--- src/rtl/pwrd_pkg.sv ---
`default_nettype none
package pwrd_pkg;

  // default sizing
  localparam int PWRD_WORKERS = 16;
  localparam int PWRD_DEPTH   = 64;

  // action codes carried by an input beat
  typedef enum logic [2:0] {
    ACT_PUSH_BOT = 3'd0,
    ACT_POP_TOP  = 3'd1,
    ACT_POP_BOT  = 3'd2,
    ACT_PEEK_TOP = 3'd3,
    ACT_PEEK_BOT = 3'd4
  } action_t;

  // result status codes
  typedef enum logic [1:0] {
    ST_OK    = 2'd0,
    ST_EMPTY = 2'd1,
    ST_FULL  = 2'd2
  } status_t;

  // result fields that travel beside the slot read
  typedef struct packed {
    logic       valid;
    logic       found;
    status_t    status;
    logic [6:0] occupancy;
  } meta_t;

endpackage
`default_nettype wire

--- src/rtl/pwrd_ctrl.sv ---
`default_nettype none
module pwrd_ctrl #(
  parameter int WORKERS = pwrd_pkg::PWRD_WORKERS,
  parameter int DEPTH   = pwrd_pkg::PWRD_DEPTH,
  localparam int ENTRIES = WORKERS * DEPTH,
  localparam int AW = (ENTRIES > 1) ? $clog2(ENTRIES) : 1
) (
  input  wire logic          clk,
  input  wire logic          rst_n,
  input  wire logic          accept,
  input  wire logic [2:0]    action,
  input  wire logic [3:0]    worker,
  input  wire logic [15:0]   task_in,
  output logic               mem_we,
  output logic               mem_re,
  output logic [AW-1:0]      mem_addr,
  output logic [15:0]        mem_wdata,
  output pwrd_pkg::meta_t    meta
);
  import pwrd_pkg::*;

  localparam int WIDX = (WORKERS > 1) ? $clog2(WORKERS) : 1;
  localparam int PW   = $clog2(DEPTH);
  localparam int CW   = $clog2(DEPTH + 1);

  // input register
  logic              s1_valid_r;
  logic [2:0]        s1_action_r;
  logic [3:0]        s1_worker_r;
  logic [15:0]       s1_task_r;

  // per-worker ring pointers and counts
  logic [PW-1:0]     top_r [WORKERS];
  logic [CW-1:0]     cnt_r [WORKERS];

  meta_t             meta_r;
  meta_t             meta_nxt;

  logic [WIDX+3:0]   wk_ext;
  logic [WIDX-1:0]   widx;
  logic              wk_ok;
  logic [PW-1:0]     t_cur;
  logic [CW-1:0]     n_cur;
  logic [PW-1:0]     t_nxt;
  logic [CW-1:0]     n_nxt;
  logic              upd;
  logic [PW-1:0]     pos;
  logic [PW-1:0]     pos_bot;
  logic [PW-1:0]     pos_push;
  logic [PW-1:0]     top_inc;
  logic [CW+6:0]     occ_ext;

  // fold a sum below twice the depth back into the ring
  function automatic logic [PW-1:0] ring_wrap(input logic [PW:0] s);
    logic [PW:0] d;
    d = s - (PW+1)'(DEPTH);
    return (s >= (PW+1)'(DEPTH)) ? d[PW-1:0] : s[PW-1:0];
  endfunction

  // capture the command beat
  always_ff @(posedge clk) begin
    if (!rst_n) begin
      s1_valid_r <= 1'b0;
    end else begin
      s1_valid_r <= accept;
    end
    if (accept) begin
      s1_action_r <= action;
      s1_worker_r <= worker;
      s1_task_r   <= task_in;
    end
  end

  // select the addressed ring
  assign wk_ext = {{WIDX{1'b0}}, s1_worker_r};
  assign widx   = wk_ext[WIDX-1:0];
  assign wk_ok  = (32'(s1_worker_r) < WORKERS);
  assign t_cur  = top_r[widx];
  assign n_cur  = cnt_r[widx];

  // ring positions of the bottom entry, the next free slot and the next top
  assign pos_push = ring_wrap({1'b0, t_cur} + (PW+1)'(n_cur));
  assign pos_bot  = ring_wrap({1'b0, t_cur} + (PW+1)'(n_cur - CW'(1)));
  assign top_inc  = ring_wrap({1'b0, t_cur} + (PW+1)'(1));

  // decode the action against the ring state
  always_comb begin
    t_nxt              = t_cur;
    n_nxt              = n_cur;
    upd                = 1'b0;
    pos                = pos_push;
    mem_we             = 1'b0;
    mem_re             = 1'b0;
    meta_nxt.valid     = s1_valid_r;
    meta_nxt.found     = 1'b0;
    meta_nxt.status    = ST_OK;
    if (!wk_ok) begin
      case (action_t'(s1_action_r))
        ACT_PUSH_BOT: meta_nxt.status = ST_FULL;
        ACT_POP_TOP,
        ACT_POP_BOT,
        ACT_PEEK_TOP,
        ACT_PEEK_BOT: meta_nxt.status = ST_EMPTY;
        default:      meta_nxt.status = ST_OK;
      endcase
    end else begin
      case (action_t'(s1_action_r))
        ACT_PUSH_BOT: begin
          if (n_cur >= CW'(DEPTH)) begin
            meta_nxt.status = ST_FULL;
          end else begin
            mem_we = s1_valid_r;
            n_nxt  = n_cur + CW'(1);
            upd    = 1'b1;
          end
        end
        ACT_POP_TOP,
        ACT_POP_BOT,
        ACT_PEEK_TOP,
        ACT_PEEK_BOT: begin
          if (n_cur == '0) begin
            meta_nxt.status = ST_EMPTY;
          end else begin
            meta_nxt.found = 1'b1;
            mem_re         = s1_valid_r;
            if (action_t'(s1_action_r) == ACT_POP_TOP ||
                action_t'(s1_action_r) == ACT_PEEK_TOP) begin
              pos = t_cur;
            end else begin
              pos = pos_bot;
            end
            if (action_t'(s1_action_r) == ACT_POP_TOP) begin
              t_nxt = top_inc;
              n_nxt = n_cur - CW'(1);
              upd   = 1'b1;
            end else if (action_t'(s1_action_r) == ACT_POP_BOT) begin
              n_nxt = n_cur - CW'(1);
              upd   = 1'b1;
            end
          end
        end
        default: begin
          meta_nxt.status = ST_OK;
        end
      endcase
    end
    occ_ext            = {7'b0, n_nxt};
    meta_nxt.occupancy = wk_ok ? occ_ext[6:0] : 7'd0;
  end

  assign mem_addr  = AW'(widx) * AW'(DEPTH) + AW'(pos);
  assign mem_wdata = s1_task_r;

  // write back the ring pointers
  always_ff @(posedge clk) begin
    if (!rst_n) begin
      for (int i = 0; i < WORKERS; i++) begin
        top_r[i] <= '0;
        cnt_r[i] <= '0;
      end
    end else if (s1_valid_r && wk_ok && upd) begin
      top_r[widx] <= t_nxt;
      cnt_r[widx] <= n_nxt;
    end
  end

  // hold the result fields alongside the slot read
  always_ff @(posedge clk) begin
    if (!rst_n) begin
      meta_r.valid <= 1'b0;
    end else begin
      meta_r.valid <= meta_nxt.valid;
    end
    meta_r.found     <= meta_nxt.found;
    meta_r.status    <= meta_nxt.status;
    meta_r.occupancy <= meta_nxt.occupancy;
  end

  assign meta = meta_r;

endmodule
`default_nettype wire

--- config.mk ---
export PLATFORM = sky130hd
export DESIGN_NAME = pwrd_ctrl
export DESIGN_NICKNAME = d
export VERILOG_FILES = /design/src/rtl/pwrd_pkg.sv /design/src/rtl/pwrd_ctrl.sv
export SDC_FILE = /design/constraint.sdc
export NUM_CORES = 1
export LEC_CHECK = 0
export BUFFER_PORTS_ARGS = -buffer_cell sky130_fd_sc_hd__buf_2
export CAP_MARGIN = 5
export CORE_ASPECT_RATIO = 0.5
export CORE_MARGIN = 1
export CORE_UTILIZATION = 56
export DETAILED_ROUTE_END_ITERATION = 10
export PLACE_DENSITY = 0.82
export SYNTH_ARGS = -nofsm -noshare
export SYNTH_HDL_FRONTEND = slang
export SYNTH_SLANG_ARGS = --single-unit
--- constraint.sdc ---
create_clock -name clk -period 14 [get_ports clk]
set_clock_uncertainty 0.15 [all_clocks]
set_input_delay 3.5 -clock clk [delete_from_list [all_inputs] [get_ports clk]]
set_output_delay 3.5 -clock clk [all_outputs]
set_load 0.1 [all_outputs]
==> results of run 1 <==
[synth_stat cells (all sizes together) (2+ instances only)]
cell	count
a221oi	2
dfxtp	16
a22oi	3
and2	3
buf	36
mux4	56
a21o	4
nor3b	17
nor2b	6
o311a	2
o211ai	2
mux2	8
fa	2
nand2b	6
ha	15
nand3	14
a21oi	11
inv	17
xnor2	16
or2	2
o31ai	2
mux2i	14
and3	2
a211oi	4
o21bai	3
clkbuf	36
xor2	8
nor3	111
nor4	3
o21ai	18
a31oi	2
nor2	104
edfxtp	231
nand2	43
nand4	3
[where the power goes]
| part | switching [mW] | internal (mW) | total, mW |
|---|---|---|---|
| logic | 0.398 | 0.136 | 0.534 |
| clock network | 0.279 | 0.365 | 0.643 |
| registers | 0.0181 | 0.842 | 0.860 |
[sequential cells by signal, summed over array words and instances, names as in the netlist, named ones only]
name,count
cnt_r,112
top_r,96
meta,11
mem_wdata,16
s1_action_r,3
s1_worker_r,4
s1_valid_r,1
[worst paths after layout]
path	to	slack (ns)	cells past startpoint
max	mem_addr[5]	4.98	17
min	meta[10]	0.44	2
max reg2reg	cnt_r[13][2]	8.62	11
min reg2reg	meta[10]	0.44	2
[area by class of cell]
class	count	area (µm²)	area share [%]
well taps	266	333	2.60
multi-input cells	496	3890	30.4
flip-flops and latches	247	7260	56.7
repair buffers	88	500	3.91
inverters	17	63.8	0.498
clock buffers	28	604	4.72
clock inverters	14	151	1.18
[metal layers]
| metal | vias to the layer above | global-route usage (%) | wire, µm |
|---|---|---|---|
| met5 | - | 0 | 0 |
| met4 | 0 | 10.1 | 903 |
| met3 | 79 | 7.58 | 4050 |
| met2 | 575 | 44.5 | 12900 |
| met1 | 3675 | 38.9 | 10800 |
| li1 | 3222 | - | - |
[stage by stage]
step / total power [mW] / setup slack (ns) / util [%] / cell area, µm² / instances
after global placement: 1.39 / 5.61 / 60.8 / 12000 / 1114
after global routing: 2.10 / 4.64 / 64.6 / 12800 / 1156
after CTS: 2.04 / 4.94 / 64.6 / 12800 / 1156
after floorplan: 1.29 / 5.14 / - / 11500 / 832
final: 2.04 / 4.98 / 64.6 / 12800 / 1156
after detailed placement: 1.40 / 5.52 / 60.8 / 12000 / 1114
[worst min-delay path, stage by stage, from the launching register on]
cell and delay, ns:
dfxtp_1 0.36, nand2_1 0.14, inv_1 0.05
[kinds of logic (layout without fill, tap and decap cells)]
kind of cell | count (synthesis) | after routing
AND/OR/NAND/NOR | 317 | 317
XOR/XNOR | 24 | 24
buffers and inverters | 89 | 147
AO/OA/AOI/OAI | 60 | 60
flip-flops | 247 | 247
adder cells (fa/ha/maj) | 17 | 17
multiplexers | 78 | 78
==> flow_metrics.env, run 1 <==
export IMPL_wl_per_cell_um=24.7
export IMPL_critPathMostFrequentCell="xnor2_1"
export IMPL_outcome="finished, final reports clean"
export IMPL_synth_top_family_by_area="multiplexers"
export IMPL_num_rows=36
export IMPL_dr_pass1_iters=5
export IMPL_finalCriticalPeriod_ns=9.02
export IMPL_die_width_um=205
export IMPL_place_hpwl_um=17900
export IMPL_power_density_nw_per_um2=159
export IMPL_post_cts_resize_count=0
export IMPL_ir_drop_mv=0.0984
export IMPL_cts_root_buf="clkbuf_16"
export IMPL_final_antenna_net_count=0
export IMPL_crit_type="reg -> out"
export IMPL_vias=7551
export IMPL_grt_usage_pct=28.4
export IMPL_synth_edf_count=231
export IMPL_yosys_area_top_type="edfxtp_1"
export IMPL_clk_path_buf_depth=3
export IMPL_cts_tree="built"
export IMPL_core_area_um2=19800
export IMPL_synth_cell_types=55
export IMPL_die_area_um2=21200
export IMPL_finalSetupViolCount=0
export IMPL_synth_top_area_share_pct=60.2
export IMPL_synth_compound_area_share_pct=3.85
export IMPL_synth_seq_cells=247
export IMPL_start_util_pct=58.2
export IMPL_viasPerCell=6.53
export IMPL_final_common_cell="edfxtp_1"
export IMPL_post_cts_buffers=0
export IMPL_min_path_type="reg -> reg"
export IMPL_num_nets_final=916
export IMPL_critical_path_max_fanout=28
export IMPL_crit_required_ns=10.35
export IMPL_cp_buffers_inverters=4
export IMPL_max_stage_delay_ns=0.79
export IMPL_synth_fp_nets=875
export IMPL_path_delay_family="buffers and inverters"
export IMPL_wl_um=28600
export IMPL_slew_viol_final=0
export IMPL_synth_area_leaders="edfxtp_1 60%, mux4_2 11%, nor3_1 4.8%"
export IMPL_cp_arrival_ns=5.37
export IMPL_synthCells=832
export IMPL_grt_pass1_wl_um=43700
export IMPL_endpoint_kind="output pin"
export IMPL_synth_ff_type="edfxtp_1"
export IMPL_clk_latency_ns=0.53
export IMPL_cts_hold_buffers=0
export IMPL_synth_xor_area_share_pct=1.89
export IMPL_drv_cap=0
export IMPL_fmax_mhz=111
export IMPL_fp_dieH_um=103
export IMPL_numCtsBuffers=23
export IMPL_drive_gt1_share_pct=23.1
export IMPL_seq_area_frac_synth_pct=63.0
export IMPL_antenna_found_initial=1
export IMPL_fin_crit_sh_pct=64.4
export IMPL_leakage_nw=4.48
export IMPL_avgSynthCellArea_um2=13.9
export IMPL_synth_simple_area_share_pct=12.9
export IMPL_overflow=0
export IMPL_drcViolationCount=0
export IMPL_worst_pin_slew_ns=1.07
export IMPL_cts_sinks=247
export IMPL_grt_pass1_vias=7454
export IMPL_yosysWarnings=0
export IMPL_slew_headroom_pct=28.9
export IMPL_timing_hold_ws_ns=0.443
export IMPL_setup_tns_final_ns=0
export IMPL_cts_reportedPaths_clkPinSlew_ns=0.06
export IMPL_critPathLaunchType="flop"
export IMPL_syn2layout_area_growth_pct=11.1
export IMPL_diodes=0
export IMPL_grt_start_max_net_pins=51
export IMPL_rsz0062_at_grt="false"
export IMPL_cpMaxStageDelayCell="dfxtp_2"
export IMPL_synth_fa_ha_area_share_pct=1.98
export IMPL_hold_violations=0
export IMPL_port_buffers=64
export IMPL_first_iter_violations=1115
export IMPL_syn_area_um2=11500
export IMPL_path_cells="buf_4, mux4_2, a22oi_1, nand3_1, inv_1, ha_1, inv_1, ha_1, a21o_1, a21oi_1, o21bai_1, a21oi_1, xnor2_1, xnor2_1, a31oi_1, xnor2_1, buf_2"
export IMPL_ios=65
export IMPL_synthArstFlopShare_pct=0
export IMPL_fillers=1380
export IMPL_min_from="s1_valid_r"
export IMPL_final_cell_mix="231 x edfxtp_1, 111 x nor3_1, 104 x nor2_1"
export IMPL_h_tree_depth=1
export IMPL_synthMuxAreaShare_pct=13.0
export IMPL_gp_congestion=0.906
(Power assumes the default switching activity.)
==> run 2: changes to the inputs <==
clock period = 8.37 ns   (was 14 ns; I/O delays follow)
==> run 2 against run 1 <==
Worst setup slack worse by 4.0 ns. Critical path depth stayed put. Sequential cell count unchanged. Clock power is 51% higher. Via count is 1.6% higher. Clock-buffer cell count increased by 1. Combinational power is 68% higher. Largest cell class unchanged. First-iteration DRC count decreased by 4.8%. Die area unchanged. Highest routed layer unchanged. Routed wire length up 4.4%. Register-to-register slack got worse by 6.5 ns. Final area down 0.69%.
==> flow_metrics.env, run 2 (same netlist as run 1, synthesis figures left out) <==
export IMPL_rsz0062_at_grt="false"
export IMPL_cts_sinks=247
export IMPL_slew_viol_final=0
export IMPL_min_from="s1_valid_r"
export IMPL_final_area_um2=12700
export IMPL_min_path_type="reg -> reg"
export IMPL_wl_met2_um=13600
export IMPL_wl_met3_um=4250
export IMPL_num_rows=36
export IMPL_drive_gt1_share_pct=22.7
export IMPL_outcome="finished, final reports clean"
export IMPL_port_buffers=64
export IMPL_drcViolationCount=0
export IMPL_core_area_um2=19800
export IMPL_critPathCapture="mem_addr[5]"
export IMPL_syn2layout_area_growth_pct=10.3
export IMPL_p_int_mw=2.17
export IMPL_worstRegToRegCells=12
export IMPL_crit_required_ns=6.13
export IMPL_cts_tree="built"
export IMPL_worst_pin_slew_ns=1.18
export IMPL_timing_rr_end="cnt_r[7][6]"
export IMPL_pwr_share_clk_pct=29.3
export IMPL_first_iter_violations=1062
export IMPL_post_cts_resize_count=0
export IMPL_wl_per_cell_um=25.9
export IMPL_power_mw=3.32
export IMPL_leakage_nw=4.44
export IMPL_final_common_cell="edfxtp_1"
export IMPL_numCtsBuffers=21
export IMPL_antenna_found_initial=0
export IMPL_cp_arrival_ns=5.14
export IMPL_postPlaceCellArea_um2=12000
export IMPL_diodes=0
export IMPL_slew_headroom_pct=21.3
export IMPL_wl_um=29900
export IMPL_fp_dieH_um=103
export IMPL_finalCriticalPeriod_ns=7.38
export IMPL_clk_latency_ns=0.52
export IMPL_vias=7671
export IMPL_start_util_pct=58.2
export IMPL_switching_share_pct=34.6
export IMPL_wl_met1_um=10800
export IMPL_crit_type="reg -> out"
export IMPL_cts_hold_buffers=0
export IMPL_pwr_share_comb_pct=27.1
export IMPL_final_antenna_net_count=0
export IMPL_switching_power_mw=1.15
export IMPL_grt_pass1_vias=7738
export IMPL_grt_start_max_net_pins=48
export IMPL_largest_reg_flops=112
export IMPL_gp_congestion=0.938
export IMPL_viasPerCell=6.66
export IMPL_setup_tns_final_ns=0
export IMPL_rrSetupSlack_ns=2.09
export IMPL_place_hpwl_um=19300
export IMPL_final_cell_mix="231 x edfxtp_1, 111 x nor3_1, 104 x nor2_1"
export IMPL_top_layer="met4"
export IMPL_ir_drop_mv=0.187
export IMPL_seq_power_share_pct=43.6
export IMPL_fin_crit_sh_pct=88.2
export IMPL_drv_cap=0
export IMPL_clk_path_buf_depth=3
export IMPL_critical_path_max_fanout=21
export IMPL_ios=65
export IMPL_die_area_um2=21200
export IMPL_hold_violations=0
export IMPL_die_width_um=205
export IMPL_num_nets_final=914
export IMPL_top_register="cnt_r"
export IMPL_post_cts_buffers=0
export IMPL_finalSetupViolCount=0
export IMPL_h_tree_depth=1
export IMPL_fmax_mhz=135
export IMPL_endpoint_kind="output pin"
export IMPL_grt_usage_pct=28.6
export IMPL_overflow=0
export IMPL_cts_root_buf="clkbuf_16"
export IMPL_power_density_nw_per_um2=261
export IMPL_dr_pass1_iters=5
export IMPL_cts_reportedPaths_clkPinSlew_ns=0.07
export IMPL_critPathLaunchType="flop"
export IMPL_grt_pass1_wl_um=44200
-- run 2: cell type report --
class	instances	area, µm²
Sequential cell	247	7260
Fill cell	1400	7110
Multi-Input combinational cell	496	3890
Clock buffer	29	597
Timing Repair Buffer	88	504
Tap cell	266	333
Clock inverter	8	66.3
Inverter	17	63.8
-- run 2: power by group through the flow --
| stage | Clock [mW] | Sequential [mW] | Combinational [mW] |
|---|---|---|---|
| after global routing | 1.01 | 1.45 | 0.935 |
| after CTS | 0.971 | 1.45 | 0.883 |
| after floorplan | 0 | 1.59 | 0.559 |
| after detailed placement | 0 | 1.47 | 0.879 |
| final | 0.972 | 1.45 | 0.898 |
| after global placement | 0 | 1.47 | 0.861 |
-- run 2: how the worst min path moves through the flow --
stage / to / slack (ns) / depth (start not counted)
after floorplan: meta[10] / 0.32 / 2
after global placement: meta[10] / 0.41 / 2
after detailed placement: meta[10] / 0.45 / 2
after CTS: meta[10] / 0.46 / 2
after global routing: meta[10] / 0.48 / 2
final: meta[10] / 0.46 / 2
-- run 2: metrics by stage --
step	hold WS [ns]	setup WS, ns	instances	util, %
4_1_cts	0.462	1.04	1150	64.1
2_1_floorplan	0.316	0.920	832	-
3_3_place_gp	0.414	1.68	1113	60.7
5_1_grt	0.477	0.712	1151	64.1
6_report	0.459	0.987	1151	64.1
3_5_place_dp	0.450	1.57	1113	60.7
-- run 2: metal layers --
metal  vias up  global-route usage, %
li1       3204                      -
met1      3756                   36.1
met2       613                   45.5
met3        98                   9.77
met4         0                   13.3
met5         -                      0
-- run 2: worst max-delay path: stages, from the launching register on --
cell and delay [ns]:
dfxtp_1 1.10, buf_4 0.35, nor2b_1 0.08, nand2_1 0.06, nand3_1 0.29, inv_1 0.27, ha_1 0.28, inv_1 0.12
ha_1 0.25, a21o_1 0.19, a21oi_1 0.26, o21bai_1 0.10, a21oi_1 0.18, xnor2_1 0.15, xnor2_1 0.14, a31oi_1 0.11
xnor2_1 0.21, buf_2 0.45
==> run 3: changes to the inputs <==
PLACE_DENSITY = not set   (was 0.82)
PLACE_DENSITY_LB_ADDON = 0.1   (was not set)
==> run 3 against run 2 <==
Final area up 0.60%. Largest power group unchanged. Clock power up 5%. Critical path type unchanged. Combinational power fell by 0.6%. Non-clock buffer count increased by 5. Sequential cell count is the same. Clock-buffer cell count stayed put. First-iteration DRC count down 13%. Largest cell class unchanged. Worst setup slack lost 0.0019 ns. Hold slack improved by 0.010 ns. Global-route usage grew 1.3 points. Total power is 1.3% higher.
==> flow_metrics.env, run 3 (same netlist as run 1, synthesis figures left out) <==
export IMPL_vias=7580
export IMPL_multi_input_area_um2=3870
export IMPL_finalCriticalPeriod_ns=7.39
export IMPL_final_cell_mix="231 x edfxtp_1, 111 x nor3_1, 104 x nor2_1"
export IMPL_critPathLaunchType="flop"
export IMPL_outcome="finished, final reports clean"
export IMPL_leakage_nw=4.48
export IMPL_pwr_share_comb_pct=26.6
export IMPL_start_util_pct=58.2
export IMPL_ir_drop_mv=0.207
export IMPL_endpoint_kind="output pin"
export IMPL_dr_pass1_iters=6
export IMPL_power_density_nw_per_um2=263
export IMPL_die_width_um=205
export IMPL_seq_power_share_pct=43.1
export IMPL_crit_required_ns=6.13
export IMPL_switching_share_pct=34.7
export IMPL_viasPerCell=6.53
export IMPL_post_cts_resize_count=0
export IMPL_h_tree_depth=1
export IMPL_drive_gt1_share_pct=23.0
export IMPL_p_int_mw=2.20
export IMPL_place_hpwl_um=19800
export IMPL_rsz0062_at_grt="false"
export IMPL_slew_headroom_pct=25.8
export IMPL_ios=65
export IMPL_top_register="cnt_r"
export IMPL_post_cts_buffers=0
export IMPL_post_route_util_pct=64.5
export IMPL_fmax_mhz=135
export IMPL_finalSetupViolCount=0
export IMPL_setup_tns_final_ns=0
export IMPL_first_iter_violations=920
export IMPL_fin_crit_sh_pct=88.2
export IMPL_grt_usage_pct=29.9
export IMPL_antenna_found_initial=0
export IMPL_grt_pass1_wl_um=45100
export IMPL_switching_power_mw=1.16
export IMPL_wl_per_cell_um=26.5
export IMPL_worst_pin_slew_ns=1.11
export IMPL_syn2layout_area_growth_pct=11.0
export IMPL_fillers=1462
export IMPL_crit_type="reg -> out"
export IMPL_fp_dieH_um=103
export IMPL_core_area_um2=19800
export IMPL_cts_hold_buffers=0
export IMPL_critical_path_max_fanout=17
export IMPL_cts_sinks=247
export IMPL_slew_viol_final=0
export IMPL_drv_cap=0
export IMPL_die_area_um2=21200
export IMPL_clk_latency_ns=0.52
export IMPL_gp_congestion=0.866
export IMPL_num_nets_final=921
export IMPL_register_area_um2=7260
export IMPL_wl_um=30800
export IMPL_rrSetupSlack_ns=3.03
export IMPL_numCtsBuffers=23
export IMPL_pwr_share_clk_pct=30.3
export IMPL_cts_tree="built"
export IMPL_drcViolationCount=0
export IMPL_hold_violations=0
export IMPL_cts_root_buf="clkbuf_16"
export IMPL_clk_path_buf_depth=3
export IMPL_final_antenna_net_count=0
export IMPL_cp_arrival_ns=5.14
export IMPL_final_common_cell="edfxtp_1"
export IMPL_grt_start_max_net_pins=44
export IMPL_overflow=0
export IMPL_cts_reportedPaths_clkPinSlew_ns=0.06
export IMPL_diodes=0
export IMPL_num_rows=36
export IMPL_grt_pass1_vias=7205
export IMPL_port_buffers=64
export IMPL_largest_reg_flops=112
export IMPL_min_path_type="reg -> reg"
run 3: routing by layer:
layer / wire [µm] / track usage, %
met5: 0 / 0
met2: 13100 / 44.3
met3: 4020 / 7.93
met4: 499 / 4.96
met1: 13200 / 45.5
run 3: worst max-delay path, stage by stage, from the launching register on:
cell,delay [ns]
dfxtp_2,0.68
buf_4,0.39
mux4_2,0.36
a22oi_1,0.21
nand3_1,0.33
inv_1,0.30
ha_1,0.28
inv_1,0.12
ha_1,0.25
a21o_1,0.18
a21oi_1,0.21
o21bai_1,0.09
a21oi_1,0.17
xnor2_1,0.09
xnor2_1,0.16
a31oi_1,0.20
xnor2_1,0.14
buf_2,0.44
run 3: power groups by stage:
stage | Clock [mW] | Combinational [mW] | Sequential [mW]
4_1_cts | 1.03 | 0.886 | 1.45
3_3_place_gp | 0 | 0.877 | 1.47
3_5_place_dp | 0 | 0.883 | 1.47
5_1_grt | 1.07 | 0.935 | 1.46
2_1_floorplan | 0 | 0.559 | 1.59
6_report | 1.02 | 0.893 | 1.45
run 3: worst paths after layout:
kind	startpoint	endpoint	cells after the start
worst max-delay path	flop	mem_addr[5]	17
worst min-delay path	s1_valid_r	meta[10]	2
worst max register to register	flop	cnt_r[14][6]	12
worst min register to register	s1_valid_r	meta[10]	2
run 3: area by class of cell:
type | count | share of cell area, %
flip-flops and latches | 247 | 56.8
multi-input cells | 496 | 30.3
clock buffers | 29 | 4.83
repair buffers | 93 | 4.21
well taps | 266 | 2.60
clock inverters | 13 | 0.773
inverters | 17 | 0.499
run 3: metrics by stage:
stage	area, µm²	setup WS [ns]	power (mW)	hold WS (ns)	cells
final	12800	0.985	3.36	0.469	1161
after global routing	12800	0.639	3.46	0.497	1161
after CTS	12800	0.961	3.36	0.460	1161
after detailed placement	12100	1.51	2.36	0.452	1119
after global placement	12100	1.64	2.35	0.438	1119
after floorplan	11500	0.920	2.15	0.316	832
